[config.mk]
export PLATFORM = sky130hd
export DESIGN_NAME = cau_div_cell
export DESIGN_NICKNAME = d
export VERILOG_FILES = /design/src/hdl/cau_pkg.sv /design/src/hdl/cau_div_cell.sv
export SDC_FILE = /design/constraint.sdc
export NUM_CORES = 1
export LEC_CHECK = 0
export ABC_AREA = 1
export BUFFER_PORTS_ARGS = -buffer_cell sky130_fd_sc_hd__buf_2
export CAP_MARGIN = 20
export CORE_AREA = 2 2 188 190
export CTS_BUF_LIST = sky130_fd_sc_hd__clkbuf_8
export DETAILED_ROUTE_END_ITERATION = 16
export DIE_AREA = 0 0 190 192
export HOLD_SLACK_MARGIN = 0.03
export SYNTH_ARGS = -nofsm -noshare
export SYNTH_HDL_FRONTEND = slang
export SYNTH_SLANG_ARGS = --single-unit
[constraint.sdc]
create_clock -name clk -period 2.6 [get_ports clk]
set_clock_uncertainty 0.1 [all_clocks]
set_input_delay 0.26 -clock clk [delete_from_list [all_inputs] [get_ports clk]]
set_output_delay 0.26 -clock clk [all_outputs]
set_load 0.02 [all_outputs]
[src/hdl/cau_pkg.sv]
`timescale 1ns / 1ps
`default_nettype none
// ----------------------------------------------------------------------------
// cau_pkg
// Shared types, constants and saturation helpers of the complex arithmetic unit.
// ----------------------------------------------------------------------------
package cau_pkg;

  localparam int WW    = 32;
  localparam int FB    = 16;
  localparam int PW    = 2 * WW;
  localparam int DVW   = PW + FB;
  localparam int NCELL = DVW;

  localparam logic [2:0] OP_ADD = 3'd0;
  localparam logic [2:0] OP_SUB = 3'd1;
  localparam logic [2:0] OP_MUL = 3'd2;
  localparam logic [2:0] OP_DIV = 3'd3;
  localparam logic [2:0] OP_MAG = 3'd4;

  typedef struct packed {
    logic [2:0]           opcode;
    logic signed [WW-1:0] a_re;
    logic signed [WW-1:0] a_im;
    logic signed [WW-1:0] b_re;
    logic signed [WW-1:0] b_im;
  } in_t;

  typedef struct packed {
    logic signed [WW-1:0] res_re;
    logic signed [WW-1:0] res_im;
    logic                 overflow;
    logic                 div_by_zero;
  } out_t;

  typedef struct packed {
    logic [DVW-1:0] dvd;
    logic [PW-1:0]  rem;
    logic [PW-1:0]  den;
    logic [WW-1:0]  q;
    logic           big;
    logic           neg;
  } lane_t;

  typedef struct packed {
    logic is_div;
    logic dz;
    out_t direct;
  } meta_t;

  typedef struct packed {
    logic [WW-1:0] val;
    logic          ovf;
  } sat_t;

  function automatic sat_t sat_word(input logic signed [PW:0] v);
    logic [PW-WW+1:0] hi;
    sat_t r;
    hi = v[PW:WW-1];
    if ((&hi) || !(|hi)) begin
      r.val = v[WW-1:0];
      r.ovf = 1'b0;
    end else if (v[PW]) begin
      r.val = {1'b1, {(WW-1){1'b0}}};
      r.ovf = 1'b1;
    end else begin
      r.val = {1'b0, {(WW-1){1'b1}}};
      r.ovf = 1'b1;
    end
    return r;
  endfunction

  function automatic sat_t quot_word(input logic [WW-1:0] q, input logic big, input logic neg);
    logic [WW-1:0] nq;
    sat_t r;
    nq = -q;
    if (neg) begin
      if (big || (q[WW-1] && (|q[WW-2:0]))) begin
        r.val = {1'b1, {(WW-1){1'b0}}};
        r.ovf = 1'b1;
      end else begin
        r.val = nq;
        r.ovf = 1'b0;
      end
    end else begin
      if (big || q[WW-1]) begin
        r.val = {1'b0, {(WW-1){1'b1}}};
        r.ovf = 1'b1;
      end else begin
        r.val = q;
        r.ovf = 1'b0;
      end
    end
    return r;
  endfunction

endpackage
`default_nettype wire

[src/hdl/cau_div_cell.sv]
`timescale 1ns / 1ps
`default_nettype none
// ----------------------------------------------------------------------------
// cau_div_cell
// One restoring division step: one quotient bit per cell, registered.
// ----------------------------------------------------------------------------
module cau_div_cell (
  input  wire logic          clk,
  input  wire cau_pkg::lane_t lane_in,
  output cau_pkg::lane_t     lane_out
);
  import cau_pkg::*;

  lane_t       lane_r;
  lane_t       lane_nxt;
  logic [PW:0] sh;
  logic [PW:0] diff;
  logic        ge;

  always_comb begin
    sh   = {lane_in.rem, lane_in.dvd[DVW-1]};
    diff = sh - {1'b0, lane_in.den};
    ge   = (sh >= {1'b0, lane_in.den});
    lane_nxt.dvd = {lane_in.dvd[DVW-2:0], 1'b0};
    lane_nxt.rem = ge ? diff[PW-1:0] : sh[PW-1:0];
    lane_nxt.den = lane_in.den;
    lane_nxt.q   = {lane_in.q[WW-2:0], ge};
    lane_nxt.big = lane_in.big | lane_in.q[WW-1];
    lane_nxt.neg = lane_in.neg;
  end

  always_ff @(posedge clk) begin
    lane_r <= lane_nxt;
  end

  assign lane_out = lane_r;

endmodule
`default_nettype wire

Word-level counts from Yosys, hierarchy flattened
Cells that the tools add are included.
{"block": "classes", "add_sub_neg": 1, "magnitude_cmp": 1, "n_mux": 1, "n_bitwise": 1}
{"op": "$ge A65 B64 Y1", "n": 1}
{"op": "$mux W64", "n": 1}
{"op": "$sub A64 B64 Y64", "n": 1}
{"op": "$or A1 B1 Y1", "n": 1}
{"block": "totals", "regBits": 241, "inputBits": 243, "out_inout_bits": 242, "wordCells": 10}

Logic depth before layout (Yosys ltp)
{"block": "logic_depth", "depth_word": 2, "depth_mapped": 18, "ltp_nobuf": 16}

Least setup slack after synthesis
OpenSTA, ideal clock, no wires.
{"block": "synth_timing", "kind": "input-to-reg", "from": "input port lane_in[41] (netlist name)", "to": "register lane_r, in the netlist lane_out[101]", "setup_ns": 0.113, "arrival_time_ns": 1.844, "required_ns": 2.387, "setup_slack_ns": 0.543, "cell_stages": 18, "n_path_buf": 2, "cell_sequence": "inv_1 ha_1 nand2_1 inv_1 nand2_1 nand2_1 inv_1 nand3_2 nand2_1 nand2_2 nand2_1 nand2_1 nand2_4 nand2_4 buf_12 buf_6 nand2_1 nand2_1"}
{"element": "start, declared", "line_no": "cau_div_cell.sv:9", "text": "input wire cau_pkg::lane_t lane_in,"}
{"element": "end signal, assigned", "line_no": "cau_div_cell.sv:33", "text": "lane_r <= lane_nxt;"}
{"element": "end, declared", "line_no": "cau_div_cell.sv:14", "text": "lane_t lane_r;"}

==> results.md <==
Global route:
- The via count of the first global-routing pass is 14452.
- The number of antenna violations at the first check in global routing is 1.
- The total grt overflow is 0.
- Entering global routing, the biggest net connects 40 pins.
- The first global-routing pass estimated 86.46 mm of wire.
- The total routing resource utilization after global routing is 0.3202.

Synth:
- Synthesis inferred 241 register bits.
- Synthesis produced a netlist whose cell count is 1816.
- By area the synthesized netlist is led by dfxtp_1 (40%), nand2_1 (22%), inv_1 (12%).
- The count of distinct cell types in the synthesized netlist is 36.
- The cell area after synthesis is 11990 um^2.
- For this run, the number of Yosys warnings is 0.
- The average size of a mapped cell is 6.604 um^2.
- When the netlist entered floorplanning its net count stood at 2124.
- The sequential cell area fraction in the yosys report is 0.4023.
- The synthesized design contains 0 enable-type register cells.
- Of the post-synthesis cell area, the dominant cell type holds 0.4023.
- The fraction of synthesis flops using an asynchronous set or reset pin is 0.
- The main flop type after synthesis is dfxtp_1.
- Summed over all instances, the cell type with the most area after synthesis is dfxtp_1.

Final layout:
- The area growth from synthesis to layout is 58.47%.
- The filler cells instantiated in the layout total 3317.
- The register with the most flip-flops in the layout has 241 of them.
- The post-route cell area is 19000 um^2.
- Of the cells placed in the final design, the portion with a size suffix greater than 1 is 0.2619.
- The net count of the finished layout is 2950.

Route:
- For this block, the initial DRC count from the detailed router was 703.
- The count of nets left with antenna violations after detail routing is 0.
- The DRC violation count after routing is 0.
- The pre-antenna-repair detailed-routing pass consisted of 5 iterations.
- The detail-routed net length per standard cell is 19.32 um.
- The detailed-route vias per instance is 4.512.
- The routed layout has 14099 vias.
- The overall routed net length is 60.37 mm.

Clock network:
- The total setup buffers inserted after CTS is 0.
- The longest clock path from root to sink contains 3 buffers.
- The number of buffers created by CTS is 42.
- Clock-pin slew was measured on the worst setup and hold paths at 60 ps.
- The tree built by TritonCTS fans out to 241 sinks.
- The tree is rooted in a clkbuf_8.
- The H-tree was split into 2 levels.
- TritonCTS built the clock tree.

Timing:
- The worst slack on hold paths is 39.89 ps.
- The clock period minus worst slack is 2546 ps.
- The fmax is 392.8 MHz.
- In the finished design, the share of the clock period the worst path needs comes to 0.9792.
- The number of failing hold endpoints at the final stage is 0.
- The number of endpoints failing setup at the final stage is 0.
- Setup repair after global routing could not meet its margin everywhere.
- The number of pins with negative max-slew slack in the final report is 0.

Floorplanning:
- The initial cell density of the core is 0.3498.
- The die span in x is 190 um.
- The count of pins on the block boundary is 485.
- The die boundary height is 192 um.
- The initialized floorplan defines 68 standard-cell rows.
- The full die area is 36480 um^2.
- The placeable core area is 34290 um^2.

Min path:
- The tightest min-delay check is of the primary input to flop type.
- The worst hold path stage count is 5.
- The end of the worst hold path is lane_out[148].
- The startpoint identified for the worst hold timing path is lane_in[147].

Worst setup path:
- The worst setup path is of the primary input to flop kind.
- The worst setup path is launched from a primary input.
- The worst setup path is captured at a flop.
- Of all nets on the critical path, the largest fanout is 14.
- Data on the critical path arrives at its endpoint at 3010 ps.
- The critical path data required time is 3060 ps.

Outcome:
- The run finished with clean final reports.

Placed design:
- The post-placement cell area is 15470 um^2.
- The number of port buffers is 483.
- The HPWL after detailed placement is 48.12 mm.
- The congestion estimate from routability-driven global placement came to 0.9662.

Power and ir drop:
- The power consumption is 11050 uW.
- VDD sags by at most 0.0004140 V.
- The leakage power is 0.01093 uW.
- The power density over the cells is 581.4 nW/um^2.

Job:
- The tool flagged a number of max-cap violations equal to 0.
cells by family (layout without fill, tap and decap cells):
family / after synthesis / count (layout) / share of synthesized area
flip-flops: 241 / 241 / 0.4023
adder cells (fa/ha/maj): 65 / 65 / 0.06844
buffers and inverters: 412 / 1265 / 0.1344
AO/OA/AOI/OAI: 54 / 54 / 0.02327
AND/OR/NAND/NOR: 1012 / 1012 / 0.3487
other: 1 / 2 / 0.0003127
XOR/XNOR: 31 / 31 / 0.02264
through the flow:
stage	cells	TNS [ps]	worst slack [ps]	util
after floorplan	1816	0	542.9	-
after global placement	2810	-4220	-399.0	0.4512
after detailed placement	2810	-4857	-295.1	0.4512
after CTS	3120	0	20.66	0.5457
after global routing	3125	-31.90	-22.55	0.5543
final	3125	0	53.96	0.5543
cell usage after synthesis, types with 2 or more instances:
master	count
ha_1	64
nor3_1	11
nand3b_1	13
dfxtp_1	241
nor2_1	107
nand4_1	9
nand3_2	2
or2_2	2
and3_1	3
clkbuf_1	4
xor2_1	30
inv_2	13
nor2_2	14
buf_6	2
buf_4	3
nand2_2	4
inv_1	379
nor4_1	6
nand3_1	145
a21oi_1	44
nand2_1	691
o21ai_0	6
buf_2	9
nand2_4	2
critical path, cell delays in order:
cell and delay, ps:
dlygate4sd3_1 540, buf_2 130, ha_1 380, a21oi_2 190
nor2_1 70, nor2_1 150, nor2_1 80, nor2_2 200
nand3_2 130, nor2_4 230, buf_4 310, nand3_1 200
nand2_1 110
layout by cell type (no fill, tap or decap), types with 7 or more instances in the layout:
cell | Yosys | layout
buf_4 | 3 | 69
a21oi_1 | 44 | 43
nand4_1 | 9 | 9
inv_2 | 13 | 13
nor2_4 | 1 | 7
nor2_1 | 107 | 97
dlygate4sd3_1 | 0 | 241
nor3_1 | 11 | 10
clkbuf_8 | 0 | 49
dfxtp_1 | 241 | 241
ha_1 | 64 | 54
nor2_2 | 14 | 18
nand3b_1 | 13 | 13
xor2_1 | 30 | 30
inv_1 | 379 | 389
buf_2 | 9 | 483
nand2_2 | 4 | 16
nand3_1 | 145 | 142
nand2_1 | 691 | 679
final cells by class:
type                       instances  area [um^2]  share of cell area
antenna                            1        2.502           0.0001317
clock buffer                      49        674.4             0.03549
clock inverter                    22        171.4            0.009020
inverter                         392         1471             0.07742
multi-input combinational       1163         5759              0.3030
sequential                       241         4825              0.2539
tap                              455        569.3             0.02996
timing repair buffer             802         5532              0.2911
worst max-delay path by stage:
stage          slack (ps)            end  cells past startpoint         start
2_1_floorplan         540  lane_out[101]                     18   lane_in[41]
3_3_place_gp         -400  lane_out[154]                     12  lane_in[151]
3_5_place_dp         -300  lane_out[154]                     12  lane_in[151]
4_1_cts                20  lane_out[152]                     13  lane_in[155]
5_1_grt               -20  lane_out[131]                     17   lane_in[39]
6_report               50  lane_out[156]                     13  lane_in[155]
report_power, final:
part	total [uW]	internal (uW)	switching [uW]	leakage [uW]
clock network	3560	1930	1630	0.000475
registers	4180	4050	133	0.00203
logic	3310	1270	2040	0.00842
routing by layer:
| layer | wire, um | track usage | up-vias |
|---|---|---|---|
| met3 | 3274 | 0.04696 | 97 |
| li1 | - | - | 7078 |
| met2 | 30120 | 0.5893 | 474 |
| met4 | 2414 | 0.1246 | 0 |
| met5 | 0 | 0 | - |
| met1 | 24560 | 0.3729 | 6450 |
repair_timing:
item                                   4_1_cts  5_1_grt
setup endpoints to repair                    0       64
gates resized for setup                      0       48
hold buffers                               239        2
endpoints found under the hold margin      240        2
(Power assumes the default switching activity.)
